[src/design/ppeu_pkg.sv]
// Shared types and constants for the packed pixel event unpacker.
package ppeu_pkg;

    localparam int PIX_PER_BYTE = 4;
    localparam int CODE_W       = 2;
    localparam int LANE_IDX_W   = $clog2(PIX_PER_BYTE);

    // Largest dimension a 12-bit register can hold, and the compare width.
    localparam int CFG_DIM_MAX = 4095;
    localparam int DIM_W       = 13;
    localparam int MAX_DIM_DEF = 2048;

    localparam int COORD_W = 11;
    localparam int TS_W    = 52;
    localparam int FNUM_W  = 32;
    localparam int IVL_W   = 20;
    localparam int CFG_W   = 12;

    localparam int APB_ADDR_W = 4;
    localparam int APB_DATA_W = 32;

    localparam logic [CFG_W-1:0] WIDTH_RST  = 12'd640;
    localparam logic [CFG_W-1:0] HEIGHT_RST = 12'd480;
    localparam logic [IVL_W-1:0] IVL_RST    = 20'd1000;

    localparam logic [CODE_W-1:0] PIX_POS = 2'b01;
    localparam logic [CODE_W-1:0] PIX_NEG = 2'b10;

    typedef enum logic [1:0] {
        REG_FRAME_WIDTH  = 2'd0,
        REG_FRAME_HEIGHT = 2'd1,
        REG_INTERVAL     = 2'd2
    } t_reg_idx;

    typedef struct packed {
        logic [CFG_W-1:0] frame_width;
        logic [CFG_W-1:0] frame_height;
        logic [IVL_W-1:0] interval_us;
    } t_cfg;

    typedef struct packed {
        logic [COORD_W-1:0] x_pos;
        logic [COORD_W-1:0] y_pos;
        logic               polarity;
    } t_event;

endpackage

[src/design/ppeu_regs.sv]
// Configuration register file behind the APB-style port.
module ppeu_regs (
    input  logic                              i_clk,
    input  logic                              i_rst_n,
    input  logic                              psel,
    input  logic                              penable,
    input  logic                              pwrite,
    input  logic [ppeu_pkg::APB_ADDR_W-1:0]   paddr,
    input  logic [ppeu_pkg::APB_DATA_W-1:0]   pwdata,
    output logic [ppeu_pkg::APB_DATA_W-1:0]   prdata,
    output logic                              pready,
    output ppeu_pkg::t_cfg                    o_cfg
);
    import ppeu_pkg::*;

    t_cfg     r_cfg;
    t_reg_idx idx;
    logic     wr_en;

    assign idx    = t_reg_idx'(paddr[3:2]);
    assign wr_en  = psel & penable & pwrite;
    assign pready = 1'b1;
    assign o_cfg  = r_cfg;

    always_ff @(posedge i_clk) begin
        if (!i_rst_n) begin
            r_cfg.frame_width  <= WIDTH_RST;
            r_cfg.frame_height <= HEIGHT_RST;
            r_cfg.interval_us  <= IVL_RST;
        end else if (wr_en) begin
            case (idx)
                REG_FRAME_WIDTH:  r_cfg.frame_width  <= pwdata[CFG_W-1:0];
                REG_FRAME_HEIGHT: r_cfg.frame_height <= pwdata[CFG_W-1:0];
                REG_INTERVAL:     r_cfg.interval_us  <= pwdata[IVL_W-1:0];
                default: ;
            endcase
        end
    end

    always_comb begin
        case (idx)
            REG_FRAME_WIDTH:  prdata = APB_DATA_W'(r_cfg.frame_width);
            REG_FRAME_HEIGHT: prdata = APB_DATA_W'(r_cfg.frame_height);
            REG_INTERVAL:     prdata = APB_DATA_W'(r_cfg.interval_us);
            default:          prdata = '0;
        endcase
    end

endmodule

[src/design/ppeu_lane.sv]
// One pixel lane: classifies a 2-bit code and advances the frame position.
module ppeu_lane #(
    parameter int MAX_DIM = ppeu_pkg::MAX_DIM_DEF,
    localparam int DIM_CAP = (MAX_DIM < ppeu_pkg::CFG_DIM_MAX) ? MAX_DIM
                                                                : ppeu_pkg::CFG_DIM_MAX,
    localparam int POS_W = $clog2(DIM_CAP)
) (
    input  logic [ppeu_pkg::CODE_W-1:0]  i_code,
    input  logic [ppeu_pkg::DIM_W-1:0]   i_width,
    input  logic [ppeu_pkg::DIM_W-1:0]   i_height,
    input  logic [POS_W-1:0]             i_col,
    input  logic [POS_W-1:0]             i_row,
    input  logic                         i_done,
    output logic                         o_hit,
    output ppeu_pkg::t_event             o_event,
    output logic [POS_W-1:0]             o_col,
    output logic [POS_W-1:0]             o_row,
    output logic                         o_done
);
    import ppeu_pkg::*;

    logic [DIM_W-1:0] col_inc;
    logic [DIM_W-1:0] row_inc;

    assign col_inc = DIM_W'(i_col) + 1'b1;
    assign row_inc = DIM_W'(i_row) + 1'b1;

    assign o_hit            = !i_done && (i_code == PIX_POS || i_code == PIX_NEG);
    assign o_event.x_pos    = COORD_W'(i_col);
    assign o_event.y_pos    = COORD_W'(i_row);
    assign o_event.polarity = (i_code == PIX_POS);

    // Once the frame is done the position stays where it is.
    always_comb begin
        o_col  = i_col;
        o_row  = i_row;
        o_done = i_done;
        if (!i_done) begin
            if (col_inc >= i_width) begin
                o_col = '0;
                if (row_inc >= i_height) begin
                    o_row  = '0;
                    o_done = 1'b1;
                end else begin
                    o_row = POS_W'(row_inc);
                end
            end else begin
                o_col = POS_W'(col_inc);
            end
        end
    end

endmodule

[src/design/ppeu_merge.sv]
// Merge stage: holds one word's lane events and sends them out one per cycle while the output is not stalled.
module ppeu_merge (
    input  logic                                i_clk,
    input  logic                                i_rst_n,
    input  logic                                i_valid,
    output logic                                o_stall,
    input  logic [ppeu_pkg::PIX_PER_BYTE-1:0]   i_hits,
    input  ppeu_pkg::t_event                    i_events [ppeu_pkg::PIX_PER_BYTE],
    input  logic [ppeu_pkg::TS_W-1:0]           i_timestamp,
    output logic                                o_out_valid,
    input  logic                                i_out_stall,
    output logic [ppeu_pkg::TS_W-1:0]           o_timestamp,
    output ppeu_pkg::t_event                    o_event,
    output logic                                o_last
);
    import ppeu_pkg::*;

    logic [PIX_PER_BYTE-1:0] r_pend, n_pend;
    t_event                  r_ev [PIX_PER_BYTE];
    logic [TS_W-1:0]         r_ts;
    logic                    r_out_valid;
    logic [TS_W-1:0]         r_out_ts;
    t_event                  r_out_ev;
    logic                    r_out_last;

    logic                    out_free;
    logic                    move;
    logic                    ready;
    logic                    load;
    logic [LANE_IDX_W-1:0]   sel;
    logic [PIX_PER_BYTE-1:0] rest;

    // Lowest pending lane goes first, which keeps pixel order.
    always_comb begin
        sel = '0;
        for (int k = PIX_PER_BYTE - 1; k >= 0; k--) begin
            if (r_pend[k]) begin
                sel = LANE_IDX_W'(k);
            end
        end
    end

    assign rest     = r_pend & ~(PIX_PER_BYTE'(1) << sel);
    assign out_free = !r_out_valid || !i_out_stall;
    assign move     = out_free && (r_pend != '0);
    assign ready    = (r_pend == '0) || (move && rest == '0);
    assign load     = i_valid && ready;
    assign o_stall  = !ready;

    always_comb begin
        if (load) begin
            n_pend = i_hits;
        end else if (move) begin
            n_pend = rest;
        end else begin
            n_pend = r_pend;
        end
    end

    always_ff @(posedge i_clk) begin
        if (!i_rst_n) begin
            r_pend      <= '0;
            r_out_valid <= 1'b0;
        end else begin
            r_pend <= n_pend;
            if (move) begin
                r_out_valid <= 1'b1;
            end else if (out_free) begin
                r_out_valid <= 1'b0;
            end
        end
    end

    always_ff @(posedge i_clk) begin
        if (load) begin
            r_ev <= i_events;
            r_ts <= i_timestamp;
        end
        if (move) begin
            r_out_ts   <= r_ts;
            r_out_ev   <= r_ev[sel];
            r_out_last <= (rest == '0);
        end
    end

    assign o_out_valid = r_out_valid;
    assign o_timestamp = r_out_ts;
    assign o_event     = r_out_ev;
    assign o_last      = r_out_last;

endmodule

[src/design/packed_pixel_event_unpacker.sv]
// Top level of the packed pixel event unpacker.
//
// Input words carry one packed byte of four 2-bit pixel codes (bits 7-6 first)
// with a frame-start flag and the frame number. A word is taken at a clock edge
// where i_in_valid is high and o_in_stall is low. Each event code (01 positive,
// 10 negative) yields one result word on the output channel with timestamp,
// column, row and polarity; o_last_of_byte marks the final event of a byte.
// Four lanes decode the pixels of a byte combinationally and advance the
// row-major position; a merge stage then sends the events out one per cycle
// while i_out_stall is low. The first event of a byte passes the merge
// stage's pending register and then its output register. A new byte is taken
// when no events are pending or as the last one moves to the single output
// register. Bytes without events or past the frame end give no result.
// When the receiver raises i_out_stall the output word holds, the merge stage
// fills up, and o_in_stall rises. Synchronous reset clears the position, the
// pending events and the output valid, and loads the register defaults
// (640 x 480 pixels, 1000 us interval). Registers sit at 0x0, 0x4 and 0x8.
module packed_pixel_event_unpacker #(
    parameter int MAX_DIM = ppeu_pkg::MAX_DIM_DEF
) (
    input  logic                              i_clk,
    input  logic                              i_rst_n,
    input  logic                              psel,
    input  logic                              penable,
    input  logic                              pwrite,
    input  logic [ppeu_pkg::APB_ADDR_W-1:0]   paddr,
    input  logic [ppeu_pkg::APB_DATA_W-1:0]   pwdata,
    output logic [ppeu_pkg::APB_DATA_W-1:0]   prdata,
    output logic                              pready,
    input  logic                              i_in_valid,
    output logic                              o_in_stall,
    input  logic [7:0]                        i_data_byte,
    input  logic                              i_frame_start,
    input  logic [ppeu_pkg::FNUM_W-1:0]       i_frame_seq,
    output logic                              o_out_valid,
    input  logic                              i_out_stall,
    output logic [ppeu_pkg::TS_W-1:0]         o_timestamp,
    output logic [ppeu_pkg::COORD_W-1:0]      o_x_pos,
    output logic [ppeu_pkg::COORD_W-1:0]      o_y_pos,
    output logic                              o_polarity,
    output logic                              o_last_of_byte
);
    import ppeu_pkg::*;

    localparam int DIM_CAP = (MAX_DIM < CFG_DIM_MAX) ? MAX_DIM : CFG_DIM_MAX;
    localparam int POS_W   = $clog2(DIM_CAP);

    t_cfg             cfg;
    logic [DIM_W-1:0] width_eff;
    logic [DIM_W-1:0] height_eff;
    logic [TS_W-1:0]  ts;
    logic             accept;

    logic [POS_W-1:0] r_col, r_row;
    logic             r_done;

    logic [POS_W-1:0]        col_c  [PIX_PER_BYTE+1];
    logic [POS_W-1:0]        row_c  [PIX_PER_BYTE+1];
    logic [PIX_PER_BYTE:0]   done_c;
    logic [PIX_PER_BYTE-1:0] hits;
    t_event                  events [PIX_PER_BYTE];
    t_event                  out_ev;

    ppeu_regs u_regs (
        .i_clk   (i_clk),
        .i_rst_n (i_rst_n),
        .psel    (psel),
        .penable (penable),
        .pwrite  (pwrite),
        .paddr   (paddr),
        .pwdata  (pwdata),
        .prdata  (prdata),
        .pready  (pready),
        .o_cfg   (cfg)
    );

    assign width_eff  = ({1'b0, cfg.frame_width} > DIM_W'(DIM_CAP)) ? DIM_W'(DIM_CAP)
                                                                   : {1'b0, cfg.frame_width};
    assign height_eff = ({1'b0, cfg.frame_height} > DIM_W'(DIM_CAP)) ? DIM_W'(DIM_CAP)
                                                                    : {1'b0, cfg.frame_height};

    assign ts = TS_W'(i_frame_seq) * TS_W'(cfg.interval_us);

    // A frame start clears the position; an empty geometry ends the frame at once.
    assign col_c[0]  = i_frame_start ? '0 : r_col;
    assign row_c[0]  = i_frame_start ? '0 : r_row;
    assign done_c[0] = (!i_frame_start && r_done) || width_eff == '0 || height_eff == '0;

    for (genvar k = 0; k < PIX_PER_BYTE; k++) begin : g_lane
        ppeu_lane #(
            .MAX_DIM (MAX_DIM)
        ) u_lane (
            .i_code   (i_data_byte[CODE_W*(PIX_PER_BYTE-1-k) +: CODE_W]),
            .i_width  (width_eff),
            .i_height (height_eff),
            .i_col    (col_c[k]),
            .i_row    (row_c[k]),
            .i_done   (done_c[k]),
            .o_hit    (hits[k]),
            .o_event  (events[k]),
            .o_col    (col_c[k+1]),
            .o_row    (row_c[k+1]),
            .o_done   (done_c[k+1])
        );
    end

    assign accept = i_in_valid && !o_in_stall;

    always_ff @(posedge i_clk) begin
        if (!i_rst_n) begin
            r_col  <= '0;
            r_row  <= '0;
            r_done <= 1'b0;
        end else if (accept) begin
            r_col  <= col_c[PIX_PER_BYTE];
            r_row  <= row_c[PIX_PER_BYTE];
            r_done <= done_c[PIX_PER_BYTE];
        end
    end

    ppeu_merge u_merge (
        .i_clk       (i_clk),
        .i_rst_n     (i_rst_n),
        .i_valid     (i_in_valid),
        .o_stall     (o_in_stall),
        .i_hits      (hits),
        .i_events    (events),
        .i_timestamp (ts),
        .o_out_valid (o_out_valid),
        .i_out_stall (i_out_stall),
        .o_timestamp (o_timestamp),
        .o_event     (out_ev),
        .o_last      (o_last_of_byte)
    );

    assign o_x_pos    = out_ev.x_pos;
    assign o_y_pos    = out_ev.y_pos;
    assign o_polarity = out_ev.polarity;

endmodule

[config.mk]
export PLATFORM = sky130hd
export DESIGN_NAME = packed_pixel_event_unpacker
export DESIGN_NICKNAME = d
export VERILOG_FILES = /design/src/design/ppeu_pkg.sv /design/src/design/ppeu_regs.sv /design/src/design/ppeu_lane.sv /design/src/design/ppeu_merge.sv /design/src/design/packed_pixel_event_unpacker.sv
export SDC_FILE = /design/constraint.sdc
export NUM_CORES = 2
export LEC_CHECK = 0
export BUFFER_PORTS_ARGS = -buffer_cell sky130_fd_sc_hd__buf_2
export CAP_MARGIN = 40
export CORE_MARGIN = 5
export CORE_UTILIZATION = 64
export DETAILED_ROUTE_END_ITERATION = 8
export PLACE_DENSITY = 0.87
export SYNTH_ARGS = -nofsm -noshare
export SYNTH_HDL_FRONTEND = slang
export SYNTH_SLANG_ARGS = --single-unit
export TNS_END_PERCENT = 50
[constraint.sdc]
create_clock -name i_clk -period 14.11 [get_ports i_clk]
set_input_delay 1.411 -clock i_clk [delete_from_list [all_inputs] [get_ports i_clk]]
set_output_delay 1.411 -clock i_clk [all_outputs]
set_load 0.05 [all_outputs]
==> reports/results.tsv <==
metric	value	unit
status	completed	
highest routed layer	met5	
worst rel slew slack	38.23	%
CP bufs+invs	3	
sequential share of power	21.5	%
share of cells above drive strength 1	12.19	%
crit path max fanout	8	
utilization after layout	70.32	%
final setup violation count	0	
hold bufs inserted after CTS	0	
syn_area_per_cell	9.633	µm²
initial antenna violation count	15	
fin crit share	92.61	%
Worst setup EP type	register	
clk_lat worst skew	0.59	ns
Switch Pwr	2.909	mW
WL/cell	21.45	µm
total gr overflow	0	
Hold Fails Final Rpt	0	
final wirelength	101.0	mm
maximum VDD drop	0.0002312	V
P_int	3.349	mW
reg2reg path depth	54	
post-CTS setup buffer count	0	
M1 WL	36.09	mm
Critical Path RT	14.60	ns
Main synth FF type	edfxtp_1	
EDFF count, synth	220	
most used cell, CP	ha_1	
clock transition at the registers of the reported paths	0.07	ns
Pre-antenna DRT Iters	6	
crit path DAT	13.56	ns
Filler cells	3979	
routed vias	28639	
worst-margin pin slew	0.9252	ns
CP Depth	55	
fin. max-slew vios	0	
Setup CP Type	in -> reg	
Synth Warn #	0	
first-pass GRT wire length	159.8	mm
Max-Cap Viols	0	
Min Clock Period, post-route	13.07	ns
CTS-repair resized insts	0	
met3 wire len	13.94	mm
Remaining DRCs	0	
Logic pwr share	65.3	%
CP peak stage delay	0.47	ns
htree depth	1	
f_max	0.07652	GHz
metal2 WL	45.66	mm
row count	87	
CTS Buf Count	30	
CP Launch Type	primary input	
initial core utilization	64.47	%
class of the worst hold path	reg -> reg	
synthesized cell area	36210	µm²
largest net degree at the start of global routing	104	
Clock Root Buffer	clkbuf_16	
sum of negative setup slack	0	ns
GPL Wtd Cong	0.9530	
CTS Sinks	292	
RSZ-0062 raised after global routing	no	
critical path's slowest cell	o31ai_1	
die height	247.9	µm
Port Buffers	167	
clk buf depth	3	
CTS tree	yes	
Async SR Flop Fraction	0	%
die area	61440	µm²
Chip Width	247.9	µm
clock network power share	13.2	%
hpwl dp	74.89	mm
most frequent cells in the layout	nand2_1, inv_1, fa_1, ha_1, and2_1	
hold depth	0	
pwr dens	158.5	nW/µm²
FF+latch count, synth	292	
total leakage power	18.19	nW
Layout area overhead	9.066	%
commonest non-fill, non-tap cell in the layout	nand2_1	
gr usage total	33.33	%
Post-Synthesis Cells	3759	
Vias/cell	6.084	
nets	4812	
clock skew	0.01195	ns
core footprint	56170	µm²
number of routed nets with antenna violations	0	
register area share after synthesis	22.22	%
delay-heaviest family, CP	compound AO/OA/AOI/OAI gates	
vias in the first global route	29947	
I/O Pins	195	
Netlist cell types	112	
Sw Share	46.48	%
Iter 0 DRT Violations	2627	
## power by group through the flow
stage	sequential (mW)	combinational, mW	clock [mW]
after detailed placement	1.36	3.98	0
after global placement	1.36	3.84	0
after CTS	1.34	4.01	0.839
after global routing	1.36	4.49	0.878
after floorplan	1.54	2.73	0
final	1.35	4.09	0.825
## path summary, 6_finish.rpt
kind	slack (ns)	from	end
hold / removal	0.40	u_merge.r_ts[18]	u_merge.o_timestamp[18]
setup / recovery	1.04	i_frame_start	r_row[4]
setup reg to reg	1.66	r_row[1]	r_row[4]
hold reg to reg	0.40	u_merge.r_ts[18]	u_merge.o_timestamp[18]
## worst reg2reg max path, delay by kind of cell (launching register included)
kind,cells,cell delay (ns)
AO/OA/AOI/OAI,24,5.43
AND/OR/NAND/NOR,18,3.34
adder cells (fa/ha/maj),8,2.45
flip-flops,1,0.42
multiplexers,1,0.36
buffers and inverters,2,0.22
XOR/XNOR,1,0.12
## metrics by stage
stage	std cells	instance area, µm²	worst slack [ns]	hold WS, ns	total power [mW]
after floorplan	3770	36250	1.064	0.4003	4.268
after global placement	4643	38400	0.8691	0.4010	5.196
after detailed placement	4646	38470	0.6926	0.4045	5.336
after CTS	4701	39480	1.252	0.4107	6.197
after global routing	4703	39490	0.2255	0.4254	6.726
final	4707	39500	1.042	0.4048	6.258
## logic make-up (layout without fill, tap and decap cells)
logic type | after synthesis | count (layout) | synth area share [%]
flops | 292 | 292 | 22.22
compound gates | 472 | 472 | 9.039
xor+xnor | 105 | 105 | 2.560
mux | 52 | 52 | 2.270
simple gates | 1261 | 1261 | 16.72
fa+ha+maj | 808 | 808 | 39.02
buf+inv | 767 | 942 | 8.154
other cells | 2 | 19 | 0.02074
## synth_stat cells, types with 7 or more instances
| cell | number | area, µm² |
|---|---|---|
| nand2_1 | 683 | 2564 |
| inv_1 | 561 | 2106 |
| fa_1 | 536 | 10730 |
| ha_1 | 270 | 3378 |
| and2_1 | 225 | 1408 |
| edfxtp_1 | 220 | 6606 |
| clkbuf_1 | 174 | 653.1 |
| a21oi_1 | 124 | 620.6 |
| nor2_1 | 86 | 322.8 |
| o21ai_0 | 80 | 400.4 |
| xnor2_1 | 73 | 639.4 |
| dfxtp_1 | 72 | 1441 |
| a21o_1 | 64 | 480.5 |
| nand3_1 | 54 | 270.3 |
| nor3_1 | 33 | 165.2 |
| xor2_1 | 31 | 271.5 |
| nand2b_1 | 29 | 181.4 |
| nor2b_1 | 29 | 181.4 |
| mux4_2 | 23 | 518.0 |
| and3_1 | 21 | 131.4 |
| mux2i_1 | 21 | 210.2 |
| o21a_1 | 20 | 150.1 |
| a31oi_1 | 18 | 112.6 |
| nand4_1 | 18 | 112.6 |
| a211oi_1 | 17 | 127.6 |
| or3_1 | 17 | 106.4 |
| o21bai_1 | 16 | 120.1 |
| buf_4 | 15 | 112.6 |
| buf_2 | 14 | 70.07 |
| o21ai_1 | 13 | 65.06 |
| nor4_1 | 9 | 56.30 |
| o211ai_1 | 9 | 67.56 |
| o31ai_1 | 9 | 67.56 |
| or2_2 | 8 | 50.05 |
| a21boi_0 | 7 | 52.55 |
| nand3b_1 | 7 | 52.55 |
| nor3b_1 | 7 | 52.55 |
| nor4_2 | 7 | 87.58 |
## metal layers
| layer | track usage (%) | vias to the layer above |
|---|---|---|
| met4 | 13.90 | 14 |
| li1 | - | 12452 |
| met5 | 0 | - |
| met1 | 43.60 | 13886 |
| met3 | 9.272 | 440 |
| met2 | 52.93 | 1847 |
## registers in the layout, summed over array words and instances, names as in the netlist
name	count
u_merge.r_pend	4
r_row	11
u_merge.o_event	23
u_merge.r_ev	92
u_merge.o_last	1
u_merge.o_out_valid	1
r_done	1
u_regs.o_cfg	44
u_merge.o_timestamp	52
u_merge.r_ts	52
r_col	11
## layout make-up
class | count | area, µm² | share of cell area [%]
multi-input cells | 2711 | 25290 | 64.04
flip-flops and latches | 292 | 8055 | 20.40
inverters | 563 | 2118 | 5.363
repair buffers | 324 | 2062 | 5.221
well taps | 756 | 945.9 | 2.395
clock buffers | 34 | 787.0 | 1.993
clock inverters | 21 | 220.2 | 0.5576
diodes | 6 | 15.01 | 0.03802
Power figures use the tool's default switching activity.
